===== src/rtl/core/acuc_pkg.sv =====
package acuc_pkg;

    localparam int CHANNEL_COUNT = 16;

    typedef struct packed {
        logic [3:0]  channel;
        logic [11:0] raw_code;
    } t_in_item;

    typedef struct packed {
        logic [3:0]         channel_echo;
        logic signed [31:0] converted_value;
        logic               saturated;
    } t_out_item;

    // formula classes
    localparam logic [2:0] CLS_VOLT = 3'd0;
    localparam logic [2:0] CLS_CUR  = 3'd1;
    localparam logic [2:0] CLS_TEMP = 3'd2;
    localparam logic [2:0] CLS_RAW  = 3'd3;
    localparam logic [2:0] CLS_DIV  = 3'd4;
    localparam logic [2:0] CLS_NONE = 3'd5;

    // pipeline depths
    localparam int LIN_LAT  = 3;
    localparam int DGEN_LAT = 4;
    localparam int SQRT_LAT = 32;
    localparam int TFIN_LAT = 4;
    localparam int TEMP_LAT = DGEN_LAT + SQRT_LAT + TFIN_LAT;

    // linear lanes: value = code*a + floor((code*b + h)/d) + offset
    localparam int LIN_A_W  = 17;
    localparam int LIN_B_W  = 17;
    localparam int LIN_H_W  = 17;
    localparam int LIN_D_W  = 18;
    localparam int LIN_Y_W  = 29;
    localparam int LIN_Q_W  = 13;
    localparam int LIN_SHIFT = 40;

    localparam int VOLT_K = 32768;
    localparam int VOLT_D = 819;
    localparam int CUR_K  = 4096000;
    localparam int CUR_D  = 27027;
    localparam int DIV_K  = 22183936;
    localparam int DIV_D  = 254163;

    localparam logic [LIN_A_W-1:0] VOLT_A = LIN_A_W'(VOLT_K / VOLT_D);
    localparam logic [LIN_B_W-1:0] VOLT_B = LIN_B_W'(VOLT_K % VOLT_D);
    localparam logic [LIN_H_W-1:0] VOLT_H = LIN_H_W'(VOLT_D / 2);
    localparam logic [31:0] VOLT_M = 32'((64'd1 << LIN_SHIFT) / 64'(VOLT_D));

    localparam logic [LIN_A_W-1:0] CUR_A = LIN_A_W'(CUR_K / CUR_D);
    localparam logic [LIN_B_W-1:0] CUR_B = LIN_B_W'(CUR_K % CUR_D);
    localparam logic [LIN_H_W-1:0] CUR_H = LIN_H_W'(CUR_D / 2);
    localparam logic [31:0] CUR_M = 32'((64'd1 << LIN_SHIFT) / 64'(CUR_D));
    localparam logic signed [30:0] CUR_OFF = -31'sd409600;

    localparam logic [LIN_A_W-1:0] DIV_A = LIN_A_W'(DIV_K / DIV_D);
    localparam logic [LIN_B_W-1:0] DIV_B = LIN_B_W'(DIV_K % DIV_D);
    localparam logic [LIN_H_W-1:0] DIV_H = LIN_H_W'(DIV_D / 2);
    localparam logic [31:0] DIV_M = 32'((64'd1 << LIN_SHIFT) / 64'(DIV_D));

    localparam logic [LIN_A_W-1:0] RAW_A = LIN_A_W'(65536);

    // temperature root argument, unsigned Q6.48 = floor(num * 2^48 / den)
    localparam logic [31:0]  TD_DEN    = 32'd4095000000;
    localparam logic [127:0] TD_A_FULL = 128'd149242520700 << 48;
    localparam logic [127:0] TD_B_FULL = 128'd17600000 << 48;
    localparam logic [127:0] TD_QA_FULL = TD_A_FULL / 128'(TD_DEN);
    localparam logic [127:0] TD_RA_FULL = TD_A_FULL % 128'(TD_DEN);
    localparam logic [127:0] TD_QB_FULL = TD_B_FULL / 128'(TD_DEN);
    localparam logic [127:0] TD_RB_FULL = TD_B_FULL % 128'(TD_DEN);
    localparam logic [127:0] TD_C0_FULL = 128'(TD_DEN) - 128'd1 - TD_RA_FULL;
    localparam logic [127:0] TD_M_FULL  = (128'd1 << 56) / 128'(TD_DEN);
    localparam logic [53:0] TD_QA = TD_QA_FULL[53:0];
    localparam logic [40:0] TD_QB = TD_QB_FULL[40:0];
    localparam logic [31:0] TD_RB = TD_RB_FULL[31:0];
    localparam logic [31:0] TD_C0 = TD_C0_FULL[31:0];
    localparam logic [24:0] TD_M  = TD_M_FULL[24:0];

    // temperature finish: round((1000*s - 5506*2^24)*25/22528) + 30*2^16
    localparam logic [14:0] TF_MUL   = 15'd25000;
    localparam logic [41:0] TF_OFF25 = 42'd2309383782400;
    localparam logic [13:0] TF_HALF  = 14'd11264;
    localparam logic [3:0]  TF_DIV   = 4'd11;
    localparam logic [31:0] TF_M11   = 32'((64'd1 << 35) / 64'd11);
    localparam logic signed [31:0] TF_BASE = 32'sd1966080;

    function automatic logic [2:0] chan_class(input logic [3:0] ch);
        logic [2:0] c;
        if ({1'b0, ch} >= 5'(CHANNEL_COUNT)) begin
            c = CLS_NONE;
        end else if (ch < 4'd8) begin
            c = CLS_VOLT;
        end else if (ch == 4'd8 || ch == 4'd9) begin
            c = CLS_CUR;
        end else if (ch == 4'd10) begin
            c = CLS_TEMP;
        end else if (ch == 4'd11) begin
            c = CLS_RAW;
        end else begin
            c = CLS_DIV;
        end
        return c;
    endfunction

endpackage


===== src/rtl/core/acuc_tfin.sv =====
module acuc_tfin (
    input  logic               i_clk,
    input  logic               i_en,
    input  logic [31:0]        i_root,
    output logic signed [31:0] o_value
);

    logic [41:0]        n_prod, r_prod;
    logic signed [42:0] n_diff;
    logic [41:0]        mag;
    logic [31:0]        n_y, r_y2, r_y3;
    logic               n_neg, r_neg2, r_neg3;
    logic [63:0]        m_prod;
    logic [28:0]        n_q0, r_q0, q;
    logic [31:0]        rr;
    logic signed [31:0] n_v, r_v;

    always_comb begin
        // root is below 2^27 for any code
        n_prod = 42'(i_root[26:0]) * 42'(acuc_pkg::TF_MUL);

        n_diff = $signed({1'b0, r_prod}) - $signed({1'b0, acuc_pkg::TF_OFF25});
        n_neg  = n_diff[42];
        mag    = n_neg ? 42'(-n_diff) : 42'(n_diff);
        n_y    = 32'((43'(mag) + 43'(acuc_pkg::TF_HALF)) >> 11);

        // divide by 11 through the reciprocal, low by at most one
        m_prod = 64'(r_y2) * 64'(acuc_pkg::TF_M11);
        n_q0   = m_prod[63:35];

        rr  = r_y3 - 32'(r_q0) * 32'(acuc_pkg::TF_DIV);
        q   = r_q0 + 29'(rr >= 32'(acuc_pkg::TF_DIV));
        n_v = r_neg3 ? acuc_pkg::TF_BASE - $signed({3'd0, q})
                     : acuc_pkg::TF_BASE + $signed({3'd0, q});
    end

    always_ff @(posedge i_clk) begin
        if (i_en) begin
            r_prod <= n_prod;
            r_y2   <= n_y;
            r_neg2 <= n_neg;
            r_q0   <= n_q0;
            r_y3   <= r_y2;
            r_neg3 <= r_neg2;
            r_v    <= n_v;
        end
    end

    assign o_value = r_v;

endmodule

===== config.mk =====
export PLATFORM = sky130hd
export DESIGN_NAME = acuc_tfin
export DESIGN_NICKNAME = d
export VERILOG_FILES = /design/src/rtl/core/acuc_pkg.sv /design/src/rtl/core/acuc_tfin.sv
export SDC_FILE = /design/constraint.sdc
export NUM_CORES = 2
export LEC_CHECK = 0
export BUFFER_PORTS_ARGS = -buffer_cell sky130_fd_sc_hd__buf_2
export CORE_ASPECT_RATIO = 0.9
export CORE_MARGIN = 2
export CORE_UTILIZATION = 35
export CTS_CLUSTER_SIZE = 14
export DETAILED_ROUTE_END_ITERATION = 10
export SYNTH_ARGS = -nofsm -noshare
export SYNTH_HDL_FRONTEND = slang
export SYNTH_SLANG_ARGS = --single-unit

===== constraint.sdc =====
create_clock -name i_clk -period 8.85 [get_ports i_clk]
set_input_delay 0.4425 -clock i_clk [delete_from_list [all_inputs] [get_ports i_clk]]
set_output_delay 0.4425 -clock i_clk [all_outputs]
set_load 0.02 [all_outputs]

==> flow_summary.yaml <==
clock_network:
  cts_tree: "done"
  htree_levels: 4
  hold_buffers: 0
  cts.path.max_buffers: 2
  clock_latency_ns: 0.50
  root_buffer: "clkbuf_16"
  clock_sinks: 165
  cts_buffers: 17
  clk_pin_slew_ns: 0.07
route:
  drt.antenna.violating_nets: 0
  post-route-drc-count: 0
  drt_first_pass_iters: 5
  wl_per_cell_um: 16.39
  drt_iter0_drc: 1299
  viasPerCell: 4.803
  drt-total-wl_um: 80870
  vias: 23700
setup_path:
  critPathTopFamily: "adder cells"
  crit_chain: "ha_1 -> inv_1 -> fa_1 -> inv_1 -> fa_1 -> fa_1 -> fa_1 -> fa_1 -> fa_1 -> ha_1 -> ha_1 -> nand2_1 -> or4_1 -> or2_2 -> o32ai_1 -> nor3_1 -> a211oi_1 -> buf_4 -> a41o_1 -> a21boi_1 -> o21ai_1 -> xor2_1"
  required_ns: 9.09
  crit_slowest_cell: "edfxtp_1"
  critPathArrivalTime_ns: 8.56
  path_buf_inv: 3
  worstPathMaxFanout: 10
  worstSetupPathType: "reg2reg"
  cp.depth: 22
  crit_path_frequent_cell: "fa_1"
  r2r_cells: 22
  max_stage_delay_ns: 0.72
  cp-end-kind: "flop"
  start_kind: "flop"
global_routing:
  grt_use_total_pct: 16.67
  grt_start_max_net_pins: 95
  grt_overflow: 0
  antenna_found_initial: 1
  grt_pass1_wl_um: 131700
  grt_pass1_vias: 24650
die:
  num_io_pins: 66
  die_w_um: 336.3
  die_h_um: 303.1
  dieArea_sq_um: 101900
  core_sq_um: 98330
  initial_core_util_pct: 35.37
  core.rowCount: 109
sta:
  slew_headroom_pct: 33.00
  fmax_mhz: 120.2
  slew_violations: 0
  finClkSkew_ns: 0.01279
  period_needed_ns: 8.317
  fin_crit_sh_pct: 93.98
  hold_slack_ns: 0.2258
  hold_viol_final: 0
  rsz0062_at_grt: "false"
  setup_viol: 0
  fin_setup_tns_ns: 0
  tightest_slew_ns: 0.9796
logic_synthesis:
  yosys-top-cells-area: "fa_1 (31%), ha_1 (23%), edfxtp_1 (14%)"
  syn-cell-area_sq_um: 34780
  synth_mux_area_share_pct: 0.2914
  synth-adder-area-share_pct: 53.66
  yosysSeqAreaShare_pct: 14.25
  synth-compound-area-share_pct: 8.673
  yosys.area_share.simple_pct: 7.504
  synth_top_family_by_area: "adder cells"
  avgSynthCellArea_sq_um: 9.938
  netlist_top_cells_count: "inv_1 (944), ha_1 (635), fa_1 (535)"
  ys_async_sr_fraction_pct: 0
  synth_nets: 4704
  synth.distinct_cells: 85
  ys.flop_type: "edfxtp_1"
  synth_most_common_cell: "inv_1"
  synth_top_area_share_pct: 30.79
  netlist_instances: 3500
  ys_ff_latch: 165
  synth_area_leader_cell: "fa_1"
  ys_warn_count: 0
  synth_xor_xnor_area_share_pct: 4.860
  synth_edf_count: 165
cells_and_area:
  area_growth_pct: 8.194
  nets: 4793
  drive_above_1_share_pct: 4.969
  antenna_cells: 0
  instances_no_fill: 4934
  design_area_sq_um: 37630
  fillers: 9789
job:
  cap_violations: 0
run_status:
  status: "finished, final reports clean"
min_path:
  whs_path_depth: 1
  hold_class: "in2reg"
placed_design:
  place_inst: 4896
  place_area_sq_um: 36940
  dp_hpwl_um: 71290
  place_congestion: 0.9239
  port_buffers: 60
[sequential cells by signal, indices dropped and copies added, names as in the netlist]
signal / count
r_prod: 39
r_y3: 32
o_value: 31
r_q0: 29
r_neg3: 1
r_neg2: 1
r_y2: 32
[area by class of cell]
cell class,count,area [sq um],share of cell area [%]
clock buffer,17,425.4,1.130
clock inverter,15,205.2,0.5453
inverter,946,3551,9.436
multi-input combinational,2343,26100,69.36
sequential,165,4955,13.17
tap,1332,1667,4.429
timing repair buffer,116,726.9,1.932
[cell families after synthesis]
family | after synthesis
DFF | 165
muxes | 10
other | 1
and+or+nand+nor | 509
xor gates and xnor gates | 193
buffers and inverters | 992
AOI/OAI and AO/OA | 459
adders and majority gates | 1171
[final timing paths]
kind / start / end / slack (ns)
setup reg to reg: r_y2[7] / r_q0[17] / 0.53
hold / removal: i_root[1] / r_prod[4] / 0.23
hold reg to reg: r_neg2 / r_neg3 / 0.61
setup / recovery: r_y2[7] / r_q0[17] / 0.53
[metal layers]
metal  track usage, %  part of all wire (%)  vias to the layer above
met2            28.11                    48                      470
met1            22.72                    46                    11610
li1                 -                     -                    11550
met4            3.726                   1.6                        0
met3            2.333                   4.4                       70
met5                0                     0                        -
[layout by cell type (no fill, tap or decap), drive strengths merged, types with 11 or more instances in the layout]
cell type  netlist  layout
o21ai           89      89
o21a            19      19
a211oi          23      23
a21o            37      37
nand2          120     120
a21oi          132     132
nand2b          20      20
edfxtp         165     165
nor2b           16      16
o22ai           13      13
nand3           46      46
a31oi           16      16
o31ai           14      14
and3            28      28
nor2           112     112
nor3            41      41
buf             12     116
inv            944     953
xor2            50      50
and2            11      11
clkbuf          34      17
or3             19      19
nand4           34      34
nor4            15      15
fa             535     535
ha             635     635
xnor2          143     143
[through the flow]
step           worst slack, ns  util, %
2_1_floorplan            1.517        -
3_3_place_gp            0.5142    37.57
3_5_place_dp            0.4325    37.57
4_1_cts                 0.3947    38.21
5_1_grt                0.08488    38.27
6_report                0.5327    38.27
[repair_timing]
action | CTS | global route
setup buffers | 0 | 6
endpoints found under the setup margin | 0 | 12
resized for setup | 0 | 2
Power is not shown: default switching activity piles up to over one toggle a cycle in this logic, so the estimate is an artifact.
