==> config.mk <==
export PLATFORM = sky130hd
export DESIGN_NAME = acuc_dgen
export DESIGN_NICKNAME = d
export VERILOG_FILES = /design/src/rtl/core/acuc_pkg.sv /design/src/rtl/core/acuc_dgen.sv
export SDC_FILE = /design/constraint.sdc
export NUM_CORES = 2
export LEC_CHECK = 0
export BUFFER_PORTS_ARGS = -buffer_cell sky130_fd_sc_hd__buf_2
export CAP_MARGIN = 15
export CORE_ASPECT_RATIO = 1.2
export CORE_UTILIZATION = 40
export DETAILED_ROUTE_END_ITERATION = 8
export GPL_TIMING_DRIVEN = 0
export SLEW_MARGIN = 15
export SYNTH_ARGS = -nofsm -noshare
export SYNTH_HDL_FRONTEND = slang
export SYNTH_SLANG_ARGS = --single-unit
==> constraint.sdc <==
create_clock -name i_clk -period 22.2 [get_ports i_clk]
set_clock_uncertainty 0.05 [all_clocks]
set_input_delay 1.11 -clock i_clk [delete_from_list [all_inputs] [get_ports i_clk]]
set_output_delay 1.11 -clock i_clk [all_outputs]
set_load 0.05 [all_outputs]
==> src/rtl/core/acuc_pkg.sv <==
package acuc_pkg;

    localparam int CHANNEL_COUNT = 16;

    typedef struct packed {
        logic [3:0]  channel;
        logic [11:0] raw_code;
    } t_in_item;

    typedef struct packed {
        logic [3:0]         channel_echo;
        logic signed [31:0] converted_value;
        logic               saturated;
    } t_out_item;

    // formula classes
    localparam logic [2:0] CLS_VOLT = 3'd0;
    localparam logic [2:0] CLS_CUR  = 3'd1;
    localparam logic [2:0] CLS_TEMP = 3'd2;
    localparam logic [2:0] CLS_RAW  = 3'd3;
    localparam logic [2:0] CLS_DIV  = 3'd4;
    localparam logic [2:0] CLS_NONE = 3'd5;

    // pipeline depths
    localparam int LIN_LAT  = 3;
    localparam int DGEN_LAT = 4;
    localparam int SQRT_LAT = 32;
    localparam int TFIN_LAT = 4;
    localparam int TEMP_LAT = DGEN_LAT + SQRT_LAT + TFIN_LAT;

    // linear lanes: value = code*a + floor((code*b + h)/d) + offset
    localparam int LIN_A_W  = 17;
    localparam int LIN_B_W  = 17;
    localparam int LIN_H_W  = 17;
    localparam int LIN_D_W  = 18;
    localparam int LIN_Y_W  = 29;
    localparam int LIN_Q_W  = 13;
    localparam int LIN_SHIFT = 40;

    localparam int VOLT_K = 32768;
    localparam int VOLT_D = 819;
    localparam int CUR_K  = 4096000;
    localparam int CUR_D  = 27027;
    localparam int DIV_K  = 22183936;
    localparam int DIV_D  = 254163;

    localparam logic [LIN_A_W-1:0] VOLT_A = LIN_A_W'(VOLT_K / VOLT_D);
    localparam logic [LIN_B_W-1:0] VOLT_B = LIN_B_W'(VOLT_K % VOLT_D);
    localparam logic [LIN_H_W-1:0] VOLT_H = LIN_H_W'(VOLT_D / 2);
    localparam logic [31:0] VOLT_M = 32'((64'd1 << LIN_SHIFT) / 64'(VOLT_D));

    localparam logic [LIN_A_W-1:0] CUR_A = LIN_A_W'(CUR_K / CUR_D);
    localparam logic [LIN_B_W-1:0] CUR_B = LIN_B_W'(CUR_K % CUR_D);
    localparam logic [LIN_H_W-1:0] CUR_H = LIN_H_W'(CUR_D / 2);
    localparam logic [31:0] CUR_M = 32'((64'd1 << LIN_SHIFT) / 64'(CUR_D));
    localparam logic signed [30:0] CUR_OFF = -31'sd409600;

    localparam logic [LIN_A_W-1:0] DIV_A = LIN_A_W'(DIV_K / DIV_D);
    localparam logic [LIN_B_W-1:0] DIV_B = LIN_B_W'(DIV_K % DIV_D);
    localparam logic [LIN_H_W-1:0] DIV_H = LIN_H_W'(DIV_D / 2);
    localparam logic [31:0] DIV_M = 32'((64'd1 << LIN_SHIFT) / 64'(DIV_D));

    localparam logic [LIN_A_W-1:0] RAW_A = LIN_A_W'(65536);

    // temperature root argument, unsigned Q6.48 = floor(num * 2^48 / den)
    localparam logic [31:0]  TD_DEN    = 32'd4095000000;
    localparam logic [127:0] TD_A_FULL = 128'd149242520700 << 48;
    localparam logic [127:0] TD_B_FULL = 128'd17600000 << 48;
    localparam logic [127:0] TD_QA_FULL = TD_A_FULL / 128'(TD_DEN);
    localparam logic [127:0] TD_RA_FULL = TD_A_FULL % 128'(TD_DEN);
    localparam logic [127:0] TD_QB_FULL = TD_B_FULL / 128'(TD_DEN);
    localparam logic [127:0] TD_RB_FULL = TD_B_FULL % 128'(TD_DEN);
    localparam logic [127:0] TD_C0_FULL = 128'(TD_DEN) - 128'd1 - TD_RA_FULL;
    localparam logic [127:0] TD_M_FULL  = (128'd1 << 56) / 128'(TD_DEN);
    localparam logic [53:0] TD_QA = TD_QA_FULL[53:0];
    localparam logic [40:0] TD_QB = TD_QB_FULL[40:0];
    localparam logic [31:0] TD_RB = TD_RB_FULL[31:0];
    localparam logic [31:0] TD_C0 = TD_C0_FULL[31:0];
    localparam logic [24:0] TD_M  = TD_M_FULL[24:0];

    // temperature finish: round((1000*s - 5506*2^24)*25/22528) + 30*2^16
    localparam logic [14:0] TF_MUL   = 15'd25000;
    localparam logic [41:0] TF_OFF25 = 42'd2309383782400;
    localparam logic [13:0] TF_HALF  = 14'd11264;
    localparam logic [3:0]  TF_DIV   = 4'd11;
    localparam logic [31:0] TF_M11   = 32'((64'd1 << 35) / 64'd11);
    localparam logic signed [31:0] TF_BASE = 32'sd1966080;

    function automatic logic [2:0] chan_class(input logic [3:0] ch);
        logic [2:0] c;
        if ({1'b0, ch} >= 5'(CHANNEL_COUNT)) begin
            c = CLS_NONE;
        end else if (ch < 4'd8) begin
            c = CLS_VOLT;
        end else if (ch == 4'd8 || ch == 4'd9) begin
            c = CLS_CUR;
        end else if (ch == 4'd10) begin
            c = CLS_TEMP;
        end else if (ch == 4'd11) begin
            c = CLS_RAW;
        end else begin
            c = CLS_DIV;
        end
        return c;
    endfunction

endpackage

==> src/rtl/core/acuc_dgen.sv <==
module acuc_dgen (
    input  logic        i_clk,
    input  logic        i_en,
    input  logic [11:0] i_code,
    output logic [53:0] o_arg
);

    logic [44:0] n_p1, r_p1, r_p2;
    logic [52:0] n_qb1, r_qb1, r_qb2, r_qb3;
    logic [57:0] m_prod;
    logic [12:0] n_q0, r_q0, n_q, r_q;
    logic [44:0] qd, rr;
    logic [53:0] n_dq, r_dq;

    always_comb begin
        n_p1  = 45'(i_code) * 45'(acuc_pkg::TD_RB) + 45'(acuc_pkg::TD_C0);
        n_qb1 = 53'(i_code) * 53'(acuc_pkg::TD_QB);

        // quotient estimate, low by at most one
        m_prod = 58'(r_p1[44:12]) * 58'(acuc_pkg::TD_M);
        n_q0   = m_prod[56:44];

        qd  = 45'(r_q0) * 45'(acuc_pkg::TD_DEN);
        rr  = r_p2 - qd;
        n_q = r_q0 + 13'(rr >= 45'(acuc_pkg::TD_DEN));

        n_dq = acuc_pkg::TD_QA - 54'(r_qb3) - 54'(r_q);
    end

    always_ff @(posedge i_clk) begin
        if (i_en) begin
            r_p1  <= n_p1;
            r_qb1 <= n_qb1;
            r_q0  <= n_q0;
            r_p2  <= r_p1;
            r_qb2 <= r_qb1;
            r_q   <= n_q;
            r_qb3 <= r_qb2;
            r_dq  <= n_dq;
        end
    end

    assign o_arg = r_dq;

endmodule

==> impl_metrics.py <==
metrics = {
    "route": {
        "ant_nets": 0,
        "viasPerCell": 5.089,
        "drt-initial-drc-count": 1227,
        "drt-total-wl_um": 84280,
        "wl_per_cell_um": 17.42,
        "firstDrtPassIters": 5,
        "drc_errors": 0,
        "vias": 24624,
    },
    "clock_tree": {
        "cts_sinks": 310,
        "root_buffer": "clkbuf_16",
        "clkTransAtPathRegs_ns": 0.07,
        "htreeDepth": 2,
        "cts_tree": "yes",
        "numCtsBuffers": 35,
        "postCtsSetupBuffers": 0,
        "cts_resized": 0,
        "cts_buffer_depth": 3,
        "hold_buffers": 0,
        "clock_latency_ns": 0.56,
    },
    "global_routing": {
        "grt_pass1_wl_um": 137600,
        "grt_pass1_vias": 25930,
        "grt_usage_pct": 18.64,
        "overflow": 0,
        "grt_max_degree": 106,
        "antenna_found_initial": 5,
    },
    "synthesis": {
        "syn-num-nets": 4518,
        "synth_edf_count": 310,
        "synth-async-reset-ratio_pct": 0,
        "ys.flop_type": "edfxtp_1",
        "ys_types": 95,
        "synth_cells": 3464,
        "yosysWarnings": 0,
        "synth.yosys.seq_area_share_pct": 25.08,
        "syn_avg_cell_area_sq_um": 10.72,
        "yosys_register_bits": 310,
        "syn_area_sq_um": 37120,
    },
    "setup_path": {
        "rrSetupSlack_ns": 11.01,
        "critPathLaunch": "r_q0[5]",
        "reg2reg_to": "r_q[12]",
        "worstPathMaxFanout": 9,
        "cp.required_ns": 22.43,
        "ff2ff_path_depth": 39,
        "cp.arrival_ns": 11.42,
        "critPathKind": "flop to flop",
        "start_kind": "flop",
        "max_stage_delay_ns": 0.87,
        "end_kind": "flop",
        "cpMaxStageDelayCell": "fa_1",
        "worstReg2RegStart": "r_q0[5]",
    },
    "timing": {
        "maxSlewViolCount": 0,
        "max_freq_ghz": 0.08937,
        "min_period_ns": 11.19,
        "finalSetupTns_ns": 0,
        "worst_pin_slew_ns": 0.9353,
        "relSlewSlack_pct": 36.85,
        "setup_viol": 0,
        "hold_viol_final": 0,
        "rsz0062_at_grt": "false",
        "finalCritPeriodShare_pct": 50.40,
    },
    "floorplan": {
        "pin_count": 68,
        "die_x_um": 280.1,
        "start_util_pct": 40.32,
        "die-area_sq_um": 94020,
        "die_h_um": 335.7,
        "fp-row-count": 122,
        "coreArea_sq_um": 92050,
    },
    "placement": {
        "port-buffer-count": 67,
        "gp_congestion": 0.9290,
        "place_hpwl_um": 70860,
    },
    "final_layout": {
        "nFillCells": 8707,
        "layout_commonest_cell": "inv_1",
        "drive_gt1_share_pct": 5.006,
        "utilization_pct": 43.72,
        "synthToLayoutAreaGrowth_pct": 8.427,
        "layout.nets": 4625,
        "mostFrequentLayoutCells": "inv_1, ha_1, fa_1",
    },
    "min_path": {
        "hold_class": "flop to flop",
        "min-delay-start": "r_qb1[33]",
        "worstHoldEndpoint": "r_qb2[33]",
        "hold_path_depth": 0,
    },
    "flow_run": {
        "drv_cap": 0,
    },
    "status": {
        "status": "finished clean",
    },
}
## how the worst max path moves through the flow
stage	endpoint	slack, ns
final	r_q[12]	11.01
after global routing	r_q[12]	10.46
after CTS	r_q[12]	11.05
after detailed placement	r_q[12]	11.10
after global placement	r_q[12]	11.09
after floorplan	r_q[12]	13.28
## sequential cells by signal (all words and copies together), names as in the netlist
register and count:
r_qb1 52, r_p1 37, r_p2 37, r_qb2 52, o_arg 54, r_qb3 52
r_q 13, r_q0 13
## critical path: cells and delay by family (launching register included)
family	cells	cell delay [ns]
AO/OA/AOI/OAI	12	2.65
multiplexers	1	0.16
buffers and inverters	5	0.47
XOR/XNOR	3	0.94
flip-flops	1	0.69
AND/OR/NAND/NOR	9	2.05
adder cells (fa/ha/maj)	9	3.86
## layout make-up
type | count | area, sq um | area share, %
Sequential cell | 310 | 9309 | 23.13
Multi-Input combinational cell | 2415 | 25010 | 62.15
Clock inverter | 21 | 242.7 | 0.6031
Inverter | 710 | 2665 | 6.622
Antenna cell | 3 | 7.507 | 0.01865
Buffer | 29 | 128.9 | 0.3202
Tap cell | 1240 | 1551 | 3.855
Timing Repair Buffer | 70 | 427.9 | 1.063
Clock buffer | 41 | 898.4 | 2.232
## Yosys cell counts, types with 58 or more instances
cell type | instances | area share [%]
xnor2_1 | 141 | 3.3
fa_1 | 411 | 22
a21oi_1 | 167 | 2.3
nand2_1 | 136 | 1.4
edfxtp_1 | 310 | 25
ha_1 | 629 | 21
xor2_1 | 87 | 2.1
inv_1 | 710 | 7.2
o21ai_0 | 109 | 1.5
nor2_1 | 106 | 1.1
nand3_1 | 58 | 0.78
a21o_1 | 103 | 2.1
## kinds of logic (layout without fill, tap and decap cells)
logic type | count (synthesis) | count (layout) | synth area share [%]
other | 0 | 3 | 0
AND/OR/NAND/NOR | 514 | 514 | 6.948
buffers and inverters | 739 | 871 | 7.527
flip-flops | 310 | 310 | 25.08
XOR/XNOR | 228 | 228 | 5.380
adder cells (fa/ha/maj) | 1040 | 1040 | 43.37
AO/OA/AOI/OAI | 626 | 626 | 11.49
multiplexers | 7 | 7 | 0.2023
## stage by stage
stage | hold WS, ns | setup WS (ns) | cells | instance area, sq um
2_1_floorplan | 0.3503 | 13.28 | 3464 | 37120
3_3_place_gp | 0.3502 | 11.09 | 4771 | 39000
3_5_place_dp | 0.3545 | 11.10 | 4774 | 39100
4_1_cts | 0.3557 | 11.05 | 4836 | 40240
5_1_grt | 0.3704 | 10.46 | 4839 | 40240
6_report | 0.3479 | 11.01 | 4839 | 40240
## layer usage
metal	GRT usage, %	share of wire (%)
met1	23.64	43
met2	32.64	50
met3	2.178	3.7
met4	6.395	3.2
met5	0	0.037
Power is left out: the tool's default activity adds up to more than one toggle a clock period on the data nets, which glitch-free logic cannot reach.
