$ cat config.mk
export PLATFORM = sky130hd
export DESIGN_NAME = acuc_isqrt
export DESIGN_NICKNAME = d
export VERILOG_FILES = /design/src/rtl/core/acuc_pkg.sv /design/src/rtl/core/acuc_isqrt.sv
export SDC_FILE = /design/constraint.sdc
export NUM_CORES = 2
export LEC_CHECK = 0
export BUFFER_PORTS_ARGS = -buffer_cell sky130_fd_sc_hd__buf_2
export CAP_MARGIN = 20
export CORE_MARGIN = 4
export CORE_UTILIZATION = 50
export CTS_CLUSTER_SIZE = 10
export DETAILED_ROUTE_END_ITERATION = 10
export PLACE_DENSITY = 0.72
export SLEW_MARGIN = 15
export SYNTH_ARGS = -nofsm -noshare
export SYNTH_HDL_FRONTEND = slang
export SYNTH_SLANG_ARGS = --single-unit
$ cat constraint.sdc
create_clock -name i_clk -period 3.77 [get_ports i_clk]
set_input_delay 1.131 -clock i_clk [delete_from_list [all_inputs] [get_ports i_clk]]
set_output_delay 1.131 -clock i_clk [all_outputs]
set_load 0.02 [all_outputs]
$ cat src/rtl/core/acuc_pkg.sv
package acuc_pkg;

    localparam int CHANNEL_COUNT = 16;

    typedef struct packed {
        logic [3:0]  channel;
        logic [11:0] raw_code;
    } t_in_item;

    typedef struct packed {
        logic [3:0]         channel_echo;
        logic signed [31:0] converted_value;
        logic               saturated;
    } t_out_item;

    // formula classes
    localparam logic [2:0] CLS_VOLT = 3'd0;
    localparam logic [2:0] CLS_CUR  = 3'd1;
    localparam logic [2:0] CLS_TEMP = 3'd2;
    localparam logic [2:0] CLS_RAW  = 3'd3;
    localparam logic [2:0] CLS_DIV  = 3'd4;
    localparam logic [2:0] CLS_NONE = 3'd5;

    // pipeline depths
    localparam int LIN_LAT  = 3;
    localparam int DGEN_LAT = 4;
    localparam int SQRT_LAT = 32;
    localparam int TFIN_LAT = 4;
    localparam int TEMP_LAT = DGEN_LAT + SQRT_LAT + TFIN_LAT;

    // linear lanes: value = code*a + floor((code*b + h)/d) + offset
    localparam int LIN_A_W  = 17;
    localparam int LIN_B_W  = 17;
    localparam int LIN_H_W  = 17;
    localparam int LIN_D_W  = 18;
    localparam int LIN_Y_W  = 29;
    localparam int LIN_Q_W  = 13;
    localparam int LIN_SHIFT = 40;

    localparam int VOLT_K = 32768;
    localparam int VOLT_D = 819;
    localparam int CUR_K  = 4096000;
    localparam int CUR_D  = 27027;
    localparam int DIV_K  = 22183936;
    localparam int DIV_D  = 254163;

    localparam logic [LIN_A_W-1:0] VOLT_A = LIN_A_W'(VOLT_K / VOLT_D);
    localparam logic [LIN_B_W-1:0] VOLT_B = LIN_B_W'(VOLT_K % VOLT_D);
    localparam logic [LIN_H_W-1:0] VOLT_H = LIN_H_W'(VOLT_D / 2);
    localparam logic [31:0] VOLT_M = 32'((64'd1 << LIN_SHIFT) / 64'(VOLT_D));

    localparam logic [LIN_A_W-1:0] CUR_A = LIN_A_W'(CUR_K / CUR_D);
    localparam logic [LIN_B_W-1:0] CUR_B = LIN_B_W'(CUR_K % CUR_D);
    localparam logic [LIN_H_W-1:0] CUR_H = LIN_H_W'(CUR_D / 2);
    localparam logic [31:0] CUR_M = 32'((64'd1 << LIN_SHIFT) / 64'(CUR_D));
    localparam logic signed [30:0] CUR_OFF = -31'sd409600;

    localparam logic [LIN_A_W-1:0] DIV_A = LIN_A_W'(DIV_K / DIV_D);
    localparam logic [LIN_B_W-1:0] DIV_B = LIN_B_W'(DIV_K % DIV_D);
    localparam logic [LIN_H_W-1:0] DIV_H = LIN_H_W'(DIV_D / 2);
    localparam logic [31:0] DIV_M = 32'((64'd1 << LIN_SHIFT) / 64'(DIV_D));

    localparam logic [LIN_A_W-1:0] RAW_A = LIN_A_W'(65536);

    // temperature root argument, unsigned Q6.48 = floor(num * 2^48 / den)
    localparam logic [31:0]  TD_DEN    = 32'd4095000000;
    localparam logic [127:0] TD_A_FULL = 128'd149242520700 << 48;
    localparam logic [127:0] TD_B_FULL = 128'd17600000 << 48;
    localparam logic [127:0] TD_QA_FULL = TD_A_FULL / 128'(TD_DEN);
    localparam logic [127:0] TD_RA_FULL = TD_A_FULL % 128'(TD_DEN);
    localparam logic [127:0] TD_QB_FULL = TD_B_FULL / 128'(TD_DEN);
    localparam logic [127:0] TD_RB_FULL = TD_B_FULL % 128'(TD_DEN);
    localparam logic [127:0] TD_C0_FULL = 128'(TD_DEN) - 128'd1 - TD_RA_FULL;
    localparam logic [127:0] TD_M_FULL  = (128'd1 << 56) / 128'(TD_DEN);
    localparam logic [53:0] TD_QA = TD_QA_FULL[53:0];
    localparam logic [40:0] TD_QB = TD_QB_FULL[40:0];
    localparam logic [31:0] TD_RB = TD_RB_FULL[31:0];
    localparam logic [31:0] TD_C0 = TD_C0_FULL[31:0];
    localparam logic [24:0] TD_M  = TD_M_FULL[24:0];

    // temperature finish: round((1000*s - 5506*2^24)*25/22528) + 30*2^16
    localparam logic [14:0] TF_MUL   = 15'd25000;
    localparam logic [41:0] TF_OFF25 = 42'd2309383782400;
    localparam logic [13:0] TF_HALF  = 14'd11264;
    localparam logic [3:0]  TF_DIV   = 4'd11;
    localparam logic [31:0] TF_M11   = 32'((64'd1 << 35) / 64'd11);
    localparam logic signed [31:0] TF_BASE = 32'sd1966080;

    function automatic logic [2:0] chan_class(input logic [3:0] ch);
        logic [2:0] c;
        if ({1'b0, ch} >= 5'(CHANNEL_COUNT)) begin
            c = CLS_NONE;
        end else if (ch < 4'd8) begin
            c = CLS_VOLT;
        end else if (ch == 4'd8 || ch == 4'd9) begin
            c = CLS_CUR;
        end else if (ch == 4'd10) begin
            c = CLS_TEMP;
        end else if (ch == 4'd11) begin
            c = CLS_RAW;
        end else begin
            c = CLS_DIV;
        end
        return c;
    endfunction

endpackage

$ cat src/rtl/core/acuc_isqrt.sv
module acuc_isqrt (
    input  logic        i_clk,
    input  logic        i_en,
    input  logic [53:0] i_arg,
    output logic [31:0] o_root
);

    typedef struct packed {
        logic [63:0] rem;
        logic [63:0] res;
    } t_root;

    t_root r_st [acuc_pkg::SQRT_LAT];
    t_root n_st [acuc_pkg::SQRT_LAT];

    function automatic t_root root_step(input t_root s, input int idx);
        t_root       o;
        logic [63:0] bitv;
        logic [63:0] trial;
        bitv  = 64'd1 << (62 - 2 * idx);
        trial = s.res + bitv;
        if (s.rem >= trial) begin
            o.rem = s.rem - trial;
            o.res = (s.res >> 1) + bitv;
        end else begin
            o.rem = s.rem;
            o.res = s.res >> 1;
        end
        return o;
    endfunction

    always_comb begin
        t_root first;
        first.rem = 64'(i_arg);
        first.res = '0;
        n_st[0] = root_step(first, 0);
        for (int g = 1; g < acuc_pkg::SQRT_LAT; g++) begin
            n_st[g] = root_step(r_st[g-1], g);
        end
    end

    always_ff @(posedge i_clk) begin
        if (i_en) begin
            for (int g = 0; g < acuc_pkg::SQRT_LAT; g++) begin
                r_st[g] <= n_st[g];
            end
        end
    end

    assign o_root = r_st[acuc_pkg::SQRT_LAT-1].res[31:0];

endmodule

==> summary.md <==
| Metric | Value |
|---|---|
| Status | completed |
| TNS Setup | 0 ns |
| Power Dens Cells | 562 mW/mm^2 |
| CTS HTree Levels | 5 |
| Hold Path End | r_st[0][85] |
| Max_cap viols | 0 |
| CP Class | register to register |
| Leakage | 0.0443 uW |
| Total GRT Usage | 0.215 |
| Total wire length | 238,000 um |
| Fmax | 271 MHz |
| Largest net degree at the start of global routing | 149 |
| Placed cells | 11,033 |
| Final hold violation count | 0 |
| Vias per cell | 5.76 |
| Vias in the first global route | 65,586 |
| Syn Area/Cell | 13.2 sq um |
| Final RePlAce weighted congestion | 0.923 |
| Number of remaining DRC errors | 0 |
| Seq cells post-synth | 2,301 |
| Die Span Y | 467 um |
| RR Endpoint | r_st[1][1273] |
| Worst setup SP type | register |
| Synth unique cells | 97 |
| Die area | 0.219 sq mm |
| CTS sink count | 2,301 |
| Max rail drop VDD | 0.520 mV |
| Share of cells above drive strength 1 | 0.105 |
| Ys async rst share | 0 |
| Layout Cells excl Fill | 11,389 |
| Largest area contributor in the synthesized netlist | edfxtp_1 |
| First-pass GRT wire length | 368,000 um |
| Wire per inst | 20.9 um |
| Nets@finish | 8,978 |
| Area grow syn2layout | 13.3% |
| Flop-to-flop setup slack | 0.08 ns |
| Final min period | 3.69 ns |
| Util after Layout | 0.570 |
| Synth area leaders | edfxtp_1 65%, ha_1 4.8%, xor2_1 3.8% |
| Initial antenna violation count | 3 |
| Min-delay src | i_arg[21] |
| Clock Pin Slew Worst Setup and Hold Paths | 0.05 ns |
| Seq/Total Area, Yosys | 0.655 |
| Setup violators final | 0 |
| Regs by FF count | r_st x2301 |
| Ports | 88 |
| Number of flip-flops in the largest register | 2,301 |
| Buffer depth of the longest clock path | 4 |
| Required @ worst endpoint | 4.38 ns |
| FP Rows | 168 |
| Synth Instances | 7,982 |
| Root buffer cell | clkbuf_16 |
| Die X | 467 um |
| Reg2reg start | r_st[1][1044] |
| IO Port Bufs | 82 |
| DP Wirelength | 174,000 um |
| Setup crit end kind | register |
| Congestion Overflow GR | 0 |
| Post-Synthesis Cell Area | 0.106 sq mm |
| Clock skew | 0.0893 ns |
| Yosys warnings | 0 |
| Initial Util | 0.503 |
| Post-detailed-route count of antenna-violating nets | 0 |
| Placeable core region | 0.210 sq mm |
| Min Hold Slack | 0.352 ns |
| Routed vias | 65,633 |
| Predominant post-synthesis flop cell | edfxtp_1 |
| Post-synth top area share | 0.655 |
| DR pass1 iterations | 6 |
| Final period utilization | 0.978 |
| Worst slew margin | 0.457 |
| Measured slew at the worst slew-check pin | 0.806 ns |
| DRT iter0 DRCs | 5,386 |
| Post-synth EDFFs | 2,301 |
| CTS tree | done |
| Max-slew violations | 0 |
| Clk_lat worst skew | 0.95 ns |
| R2R cell count | 13 |
| Biggest register | r_st |
| WHS Path Cells | 1 |
| Hold WC Path Type | input port to register |
| Crit Path Max Fanout | 4 |
| WP data arrival | 4.30 ns |
| Num CTS Buffers | 287 |
## worst max-delay path: stages (launching register included)
cell      delay (ns)
edfxtp_1        0.44
inv_1           0.07
ha_1            0.30
nand2_1         0.11
nor4_1          0.33
buf_4           0.18
or4b_4          0.49
nand4_1         0.20
a211oi_4        0.06
or4b_4          0.50
a211o_4         0.36
buf_4           0.17
nor3_2          0.16
xor2_1          0.08
## per-layer routing
| layer | vias to the layer above | track usage | share of wire |
|---|---|---|---|
| met2 | 2121 | 0.387 | 0.52 |
| met1 | 31975 | 0.256 | 0.39 |
| li1 | 30985 | - | - |
| met3 | 552 | 0.0321 | 0.055 |
| met5 | - | 0 | 0 |
| met4 | 0 | 0.0899 | 0.041 |
## where the power goes
part	switching [uW]	total [uW]	internal (uW)	leakage, uW
combinational	6050	10400	4360	0.0184
clock	9540	23400	13900	0.00377
sequential	1960	33400	31400	0.0221
## how the worst max path moves through the flow
stage / from / end / slack [ns] / cells past startpoint
finish: r_st[1][1044] / r_st[1][1273] / 0.08 / 13
global route: r_st[1][672] / r_st[1][877] / -0.06 / 13
CTS: r_st[1][1038] / r_st[1][1265] / 0.004 / 12
detailed placement: r_st[1][1629] / r_st[1][1772] / -0.04 / 9
global placement: r_st[1][1629] / r_st[1][1772] / -0.03 / 9
floorplan: r_st[1][1520] / r_st[1][1610] / 0.29 / 8
## Yosys cell counts (86+ instances only)
| master | instances |
|---|---|
| nor3_1 | 270 |
| or4_1 | 86 |
| clkbuf_1 | 123 |
| inv_1 | 498 |
| nor2_1 | 489 |
| or3_1 | 119 |
| nand4_1 | 119 |
| nor4_1 | 285 |
| xor2_1 | 454 |
| a21o_1 | 144 |
| edfxtp_1 | 2301 |
| nand3_1 | 123 |
| o21ai_0 | 341 |
| nand2_1 | 499 |
| a21oi_1 | 384 |
| xnor2_1 | 381 |
| ha_1 | 404 |
| nand2b_1 | 95 |
## cells by family (layout without fill, tap and decap cells)
| logic type | after synthesis | in the layout | synth area share |
|---|---|---|---|
| AND/OR/NAND/NOR | 2415 | 2415 | 0.120 |
| flip-flops | 2301 | 2301 | 0.655 |
| AO/OA/AOI/OAI | 1282 | 1282 | 0.0756 |
| XOR/XNOR | 835 | 835 | 0.0693 |
| buffers and inverters | 684 | 1278 | 0.0258 |
| adder cells (fa/ha/maj) | 404 | 404 | 0.0479 |
| multiplexers | 60 | 60 | 0.00628 |
| other | 1 | 9 | 0.0000355 |
## cells in the final DEF, fill, tap and decap left out, types with 44 or more instances in the layout
master	count
o31ai_1	44
mux2_2	45
buf_4	316
or3_1	118
nand3_1	123
nand2_1	499
edfxtp_1	2301
buf_2	81
nor3_1	266
xor2_1	454
o21a_1	80
nand4_1	119
inv_1	498
nand2b_1	94
nor2_1	487
or4_1	82
nor2b_1	61
o21ai_0	339
a21o_1	144
nor4_1	274
clkbuf_16	294
xnor2_1	381
a21oi_1	382
ha_1	403
## layout make-up
cell class / instances / area [sq um]
Antenna cell: 3 / 7.51
Clock buffer: 324 / 7470
Clock inverter: 28 / 216
Fill cell: 16357 / 90200
Inverter: 500 / 1880
Multi-Input combinational cell: 5002 / 34100
Sequential cell: 2301 / 69100
Tap cell: 2805 / 3510
Timing Repair Buffer: 426 / 3320
## metrics by stage
| stage | total power, uW | cell area (sq um) | setup slack [ns] |
|---|---|---|---|
| after floorplan | 39900 | 106000 | 0.294 |
| after global routing | 70100 | 120000 | -0.0632 |
| after global placement | 43700 | 112000 | -0.0338 |
| after detailed placement | 44000 | 112000 | -0.0357 |
| final | 67200 | 120000 | 0.0827 |
| after CTS | 67500 | 119000 | 0.00449 |
## repair_timing
item / CTS / global route
setup endpoints to repair: 5 / 142
hold buffers: 0 / 0
pin swaps: 1 / 5
gates resized for setup: 3 / 48
setup buffers: 0 / 0
endpoints found under the hold margin: 0 / 0
Note: power is estimated with default switching activity, not from simulation.
