==> src/rtl/core/acuc_pkg.sv <==
package acuc_pkg;

    localparam int CHANNEL_COUNT = 16;

    typedef struct packed {
        logic [3:0]  channel;
        logic [11:0] raw_code;
    } t_in_item;

    typedef struct packed {
        logic [3:0]         channel_echo;
        logic signed [31:0] converted_value;
        logic               saturated;
    } t_out_item;

    // formula classes
    localparam logic [2:0] CLS_VOLT = 3'd0;
    localparam logic [2:0] CLS_CUR  = 3'd1;
    localparam logic [2:0] CLS_TEMP = 3'd2;
    localparam logic [2:0] CLS_RAW  = 3'd3;
    localparam logic [2:0] CLS_DIV  = 3'd4;
    localparam logic [2:0] CLS_NONE = 3'd5;

    // pipeline depths
    localparam int LIN_LAT  = 3;
    localparam int DGEN_LAT = 4;
    localparam int SQRT_LAT = 32;
    localparam int TFIN_LAT = 4;
    localparam int TEMP_LAT = DGEN_LAT + SQRT_LAT + TFIN_LAT;

    // linear lanes: value = code*a + floor((code*b + h)/d) + offset
    localparam int LIN_A_W  = 17;
    localparam int LIN_B_W  = 17;
    localparam int LIN_H_W  = 17;
    localparam int LIN_D_W  = 18;
    localparam int LIN_Y_W  = 29;
    localparam int LIN_Q_W  = 13;
    localparam int LIN_SHIFT = 40;

    localparam int VOLT_K = 32768;
    localparam int VOLT_D = 819;
    localparam int CUR_K  = 4096000;
    localparam int CUR_D  = 27027;
    localparam int DIV_K  = 22183936;
    localparam int DIV_D  = 254163;

    localparam logic [LIN_A_W-1:0] VOLT_A = LIN_A_W'(VOLT_K / VOLT_D);
    localparam logic [LIN_B_W-1:0] VOLT_B = LIN_B_W'(VOLT_K % VOLT_D);
    localparam logic [LIN_H_W-1:0] VOLT_H = LIN_H_W'(VOLT_D / 2);
    localparam logic [31:0] VOLT_M = 32'((64'd1 << LIN_SHIFT) / 64'(VOLT_D));

    localparam logic [LIN_A_W-1:0] CUR_A = LIN_A_W'(CUR_K / CUR_D);
    localparam logic [LIN_B_W-1:0] CUR_B = LIN_B_W'(CUR_K % CUR_D);
    localparam logic [LIN_H_W-1:0] CUR_H = LIN_H_W'(CUR_D / 2);
    localparam logic [31:0] CUR_M = 32'((64'd1 << LIN_SHIFT) / 64'(CUR_D));
    localparam logic signed [30:0] CUR_OFF = -31'sd409600;

    localparam logic [LIN_A_W-1:0] DIV_A = LIN_A_W'(DIV_K / DIV_D);
    localparam logic [LIN_B_W-1:0] DIV_B = LIN_B_W'(DIV_K % DIV_D);
    localparam logic [LIN_H_W-1:0] DIV_H = LIN_H_W'(DIV_D / 2);
    localparam logic [31:0] DIV_M = 32'((64'd1 << LIN_SHIFT) / 64'(DIV_D));

    localparam logic [LIN_A_W-1:0] RAW_A = LIN_A_W'(65536);

    // temperature root argument, unsigned Q6.48 = floor(num * 2^48 / den)
    localparam logic [31:0]  TD_DEN    = 32'd4095000000;
    localparam logic [127:0] TD_A_FULL = 128'd149242520700 << 48;
    localparam logic [127:0] TD_B_FULL = 128'd17600000 << 48;
    localparam logic [127:0] TD_QA_FULL = TD_A_FULL / 128'(TD_DEN);
    localparam logic [127:0] TD_RA_FULL = TD_A_FULL % 128'(TD_DEN);
    localparam logic [127:0] TD_QB_FULL = TD_B_FULL / 128'(TD_DEN);
    localparam logic [127:0] TD_RB_FULL = TD_B_FULL % 128'(TD_DEN);
    localparam logic [127:0] TD_C0_FULL = 128'(TD_DEN) - 128'd1 - TD_RA_FULL;
    localparam logic [127:0] TD_M_FULL  = (128'd1 << 56) / 128'(TD_DEN);
    localparam logic [53:0] TD_QA = TD_QA_FULL[53:0];
    localparam logic [40:0] TD_QB = TD_QB_FULL[40:0];
    localparam logic [31:0] TD_RB = TD_RB_FULL[31:0];
    localparam logic [31:0] TD_C0 = TD_C0_FULL[31:0];
    localparam logic [24:0] TD_M  = TD_M_FULL[24:0];

    // temperature finish: round((1000*s - 5506*2^24)*25/22528) + 30*2^16
    localparam logic [14:0] TF_MUL   = 15'd25000;
    localparam logic [41:0] TF_OFF25 = 42'd2309383782400;
    localparam logic [13:0] TF_HALF  = 14'd11264;
    localparam logic [3:0]  TF_DIV   = 4'd11;
    localparam logic [31:0] TF_M11   = 32'((64'd1 << 35) / 64'd11);
    localparam logic signed [31:0] TF_BASE = 32'sd1966080;

    function automatic logic [2:0] chan_class(input logic [3:0] ch);
        logic [2:0] c;
        if ({1'b0, ch} >= 5'(CHANNEL_COUNT)) begin
            c = CLS_NONE;
        end else if (ch < 4'd8) begin
            c = CLS_VOLT;
        end else if (ch == 4'd8 || ch == 4'd9) begin
            c = CLS_CUR;
        end else if (ch == 4'd10) begin
            c = CLS_TEMP;
        end else if (ch == 4'd11) begin
            c = CLS_RAW;
        end else begin
            c = CLS_DIV;
        end
        return c;
    endfunction

endpackage

==> src/rtl/core/acuc_lin.sv <==
module acuc_lin (
    input  logic               i_clk,
    input  logic               i_en,
    input  logic [3:0]         i_channel,
    input  logic [11:0]        i_code,
    output logic signed [31:0] o_value
);

    logic [acuc_pkg::LIN_A_W-1:0] a;
    logic [acuc_pkg::LIN_B_W-1:0] b;
    logic [acuc_pkg::LIN_H_W-1:0] h;
    logic [acuc_pkg::LIN_D_W-1:0] d;
    logic [31:0]                  m;
    logic signed [30:0]           off;

    logic [acuc_pkg::LIN_Y_W-1:0] n_y, r_y1, r_y2;
    logic [acuc_pkg::LIN_D_W-1:0] r_d1, r_d2;
    logic [31:0]                  r_m1;
    logic signed [30:0]           n_base, r_base1, r_base2;
    logic [60:0]                  prod;
    logic [acuc_pkg::LIN_Q_W-1:0] n_q0, r_q0, q;
    logic [30:0]                  qd, rr;
    logic signed [31:0]           n_v, r_v;

    always_comb begin
        off = '0;
        case (acuc_pkg::chan_class(i_channel))
            acuc_pkg::CLS_VOLT: begin
                a = acuc_pkg::VOLT_A; b = acuc_pkg::VOLT_B; h = acuc_pkg::VOLT_H;
                d = acuc_pkg::LIN_D_W'(acuc_pkg::VOLT_D); m = acuc_pkg::VOLT_M;
            end
            acuc_pkg::CLS_CUR: begin
                a = acuc_pkg::CUR_A; b = acuc_pkg::CUR_B; h = acuc_pkg::CUR_H;
                d = acuc_pkg::LIN_D_W'(acuc_pkg::CUR_D); m = acuc_pkg::CUR_M;
                off = acuc_pkg::CUR_OFF;
            end
            acuc_pkg::CLS_RAW: begin
                // no fraction: y stays zero
                a = acuc_pkg::RAW_A; b = '0; h = '0;
                d = acuc_pkg::LIN_D_W'(acuc_pkg::VOLT_D); m = acuc_pkg::VOLT_M;
            end
            default: begin
                a = acuc_pkg::DIV_A; b = acuc_pkg::DIV_B; h = acuc_pkg::DIV_H;
                d = acuc_pkg::LIN_D_W'(acuc_pkg::DIV_D); m = acuc_pkg::DIV_M;
            end
        endcase
        n_y = acuc_pkg::LIN_Y_W'(29'(i_code) * 29'(b) + 29'(h));
        n_base = $signed(31'(i_code) * 31'(a)) + off;

        // reciprocal estimate, low by at most one
        prod = 61'(r_y1) * 61'(r_m1);
        n_q0 = prod[acuc_pkg::LIN_SHIFT +: acuc_pkg::LIN_Q_W];

        qd = 31'(r_q0) * 31'(r_d2);
        rr = 31'(r_y2) - qd;
        q = r_q0 + acuc_pkg::LIN_Q_W'(rr >= 31'(r_d2));
        n_v = 32'(r_base2) + $signed({19'd0, q});
    end

    always_ff @(posedge i_clk) begin
        if (i_en) begin
            r_y1    <= n_y;
            r_d1    <= d;
            r_m1    <= m;
            r_base1 <= n_base;
            r_q0    <= n_q0;
            r_y2    <= r_y1;
            r_d2    <= r_d1;
            r_base2 <= r_base1;
            r_v     <= n_v;
        end
    end

    assign o_value = r_v;

endmodule

==> config.mk <==
export PLATFORM = sky130hd
export DESIGN_NAME = acuc_lin
export DESIGN_NICKNAME = d
export VERILOG_FILES = /design/src/rtl/core/acuc_pkg.sv /design/src/rtl/core/acuc_lin.sv
export SDC_FILE = /design/constraint.sdc
export NUM_CORES = 2
export LEC_CHECK = 0
export BUFFER_PORTS_ARGS = -buffer_cell sky130_fd_sc_hd__buf_2
export CORE_MARGIN = 4
export CORE_UTILIZATION = 25
export CTS_CLUSTER_DIAMETER = 80
export CTS_CLUSTER_SIZE = 16
export DETAILED_ROUTE_END_ITERATION = 12
export GPL_ROUTABILITY_DRIVEN = 0
export SETUP_SLACK_MARGIN = 0.02
export SLEW_MARGIN = 20
export SYNTH_ARGS = -nofsm -noshare
export SYNTH_HDL_FRONTEND = slang
export SYNTH_SLANG_ARGS = --single-unit
==> constraint.sdc <==
create_clock -name i_clk -period 25.7 [get_ports i_clk]
set_input_delay 5.14 -clock i_clk [delete_from_list [all_inputs] [get_ports i_clk]]
set_output_delay 5.14 -clock i_clk [all_outputs]
set_load 0.02 [all_outputs]
==> results.md <==
- Worst path bufs/invs: 10
- Outcome: finished clean
- Cts hold-fix bufs: 0
- Most frequent cells in the layout: inv_1, fa_1, ha_1, edfxtp_1, nand2_1
- CP Launch Type: primary input
- RSZ-0062 raised after global routing: no
- Avg Inst Size Synth: 10.3 um2
- Final setup fails: 0
- Largest net degree at the start of global routing: 99
- Synth Flop Type: edfxtp_1
- DRT iter0 DRCs: 1432
- Commonest non-fill, non-tap cell in the layout: inv_1
- Antenna Cells: 0
- Yosys top cell by area: fa_1
- DRC: 0
- Maximum clock insertion buffer count: 2
- Max-cap viol count: 0
- Vias post-DR: 25969
- Worst-path maximum fanout: 25
- WP data required: 25.90 ns
- Pre-Repair DR Iteration Count: 7
- Syn_nets: 5304
- Final Slew Violations: 0
- Total Routing Usage GR: 12.4%
- # clock sinks: 175
- Post-Place Cells: 5927
- Crit path max-delay family: adder cells
- Final clock period utilization by the worst path: 52.5%
- Layout area overhead: 8.56%
- Fin crit period: 13.50 ns
- Reg clk slew, reported paths: 0.08 ns
- Relative slew slack: 33.3%
- Routed WL: 100 mm
- CP startpoint: i_channel[3]
- Hold path startpoint: r_base1[1]$_DFFE_PP_
- Initial Util: 25.3%
- Detailed Place HPWL: 86.9 mm
- RR Endpoint: o_value[22]$_DFFE_PP_
- I/O pin count: 50
- Clk_lat worst skew: 0.45 ns
- Max H-tree Level: 4
- Gate Count Post-Synth: 3848
- Post-synth EDFFs: 175
- Antenna viol nets, final: 0
- Final Skew: 0.0144 ns
- Non-filler instance count after layout: 5959
- Netlist cell types: 71
- Routed len/inst: 16.8 um
- CTS Buf Count: 17
- Vias in the first global route: 28353
- Routed vias/inst: 4.36
- First-pass GRT wire length: 160 mm
- Post-CTS Setup Bufs: 0
- Hold Fails Final Rpt: 0
- Hold depth: 0
- Synth top area share: 37.2%
- Synth Cell Area: 0.0397 mm2
- Worst-margin pin slew: 1.00 ns
- Initial antenna violation count: 5
- Die Width: 406 um
- Clock Root Buffer: clkbuf_16
- Synth Register Bits: 175
- Fill count: 16356
- Fin Setup TNS: 0 ns
- CP peak stage delay: 0.54 ns
- Crit path top cell by count: inv_1
- Die Ht: 406 um
- CTS tree: done
- Die area: 0.165 mm2
- Yosys warning count: 0
- Core ar.: 0.157 mm2
- Fmax achieved: 74.1 MHz
- Slowest CP cell: fa_1
- Arrival time at the worst endpoint: 13.70 ns
- PortBufs: 49
- Post-layout net count: 5344
- Hold EP: r_base2[1]$_DFFE_PP_
- Post-synth ARST share: 0%
- Worst reg2reg path depth: 41
- Cell row count: 145
- R2r setup slk: 13.69 ns
- PostCTS Resize Cnt: 0
- Critical path class: primary input to flop
- CP Capture Type: flop
- Hold WC Path Type: flop to flop
- Post-synthesis sequential area ratio: 13.2%
- Top post-synthesis cells by area: fa_1, ha_1, edfxtp_1, inv_1, xnor2_1
- Reg-to-reg startpoint: r_d2[16]$_DFFE_PP_
- Fraction of layout cells with a size suffix above 1: 2.95%
- GRT overflow: 0
[worst max path at each step]
stage	end	slack (ns)	cells after the start
after floorplan	r_base1[29]$_DFFE_PP_	13.34	29
after global placement	r_base1[30]$_DFFE_PP_	11.94	35
after detailed placement	r_base1[30]$_DFFE_PP_	11.80	35
after CTS	r_base1[30]$_DFFE_PP_	12.28	35
after global routing	r_base1[29]$_DFFE_PP_	11.71	33
final	r_base1[30]$_DFFE_PP_	12.20	35
[metal layers]
metal  vias up  global-route usage, %  part of all wire (%)
met4         0                   3.64                   3.1
li1      12076                      -                     -
met3       142                   1.27                   4.6
met2       591                   21.6                    49
met5         -                      0                     0
met1     13160                   16.3                    43
[kinds of logic (layout without fill, tap and decap cells)]
group / Yosys count / in the layout / share of synthesized area (%)
buffers and inverters: 1155 / 1208 / 10.9
DFF: 175 / 175 / 13.2
muxes: 5 / 5 / 0.132
adders and majority gates: 1438 / 1438 / 59.3
AOI/OAI and AO/OA: 342 / 342 / 5.81
and+or+nand+nor: 594 / 594 / 7.53
xor gates and xnor gates: 139 / 139 / 3.09
[final cells by class]
class / count / area [um2] / area share [%]
Multi-Input combinational cell: 2518 / 30100 / 69.9
Timing Repair Buffer: 59 / 327 / 0.758
Clock buffer: 17 / 425 / 0.987
Clock inverter: 15 / 208 / 0.482
Inverter: 1117 / 4190 / 9.73
Tap cell: 2058 / 2570 / 5.97
Sequential cell: 175 / 5260 / 12.2
[synthesized netlist by cell type (6+ instances only)]
cell and number:
nand3_1 32, and4_1 8, nor2b_1 24, xor2_1 35
a31oi_1 14, clkbuf_1 35, o31ai_1 7, a21o_1 60
inv_1 1117, a21oi_1 88, o21bai_1 6, a211oi_1 16
o21ai_0 50, a21boi_0 6, a31o_2 6, ha_1 700
nand2b_1 8, nor3_1 30, o2111ai_1 6, nand2_1 169
o21a_1 23, and2_1 142, xnor2_1 103, a211o_1 10
nand4_1 17, fa_1 738, edfxtp_1 175, nor2_1 104
and3_1 34, or3_1 10, o211ai_1 7
[state kept, by name (all words and copies together), names as in the netlist]
| register | cells |
|---|---|
| r_d2 | 5 |
| r_base1 | 31 |
| o_value | 32 |
| r_y1 | 29 |
| r_base2 | 31 |
| r_q0 | 13 |
| r_d1 | 5 |
| r_y2 | 29 |
[through the flow]
step | hold slack, ns | setup WS [ns] | util (%) | area, um2
finish | 0.421 | 12.20 | 27.5 | 43100
global route | 0.437 | 11.71 | 27.5 | 43100
CTS | 0.423 | 12.28 | 27.5 | 43100
detailed placement | 0.406 | 11.80 | 27.1 | 42500
global placement | 0.404 | 11.94 | 27.1 | 42500
floorplan | 0.400 | 13.34 | - | 39700
Power is left out: the tool's default activity adds up to more than one toggle a clock period on the data nets, which glitch-free logic cannot reach.
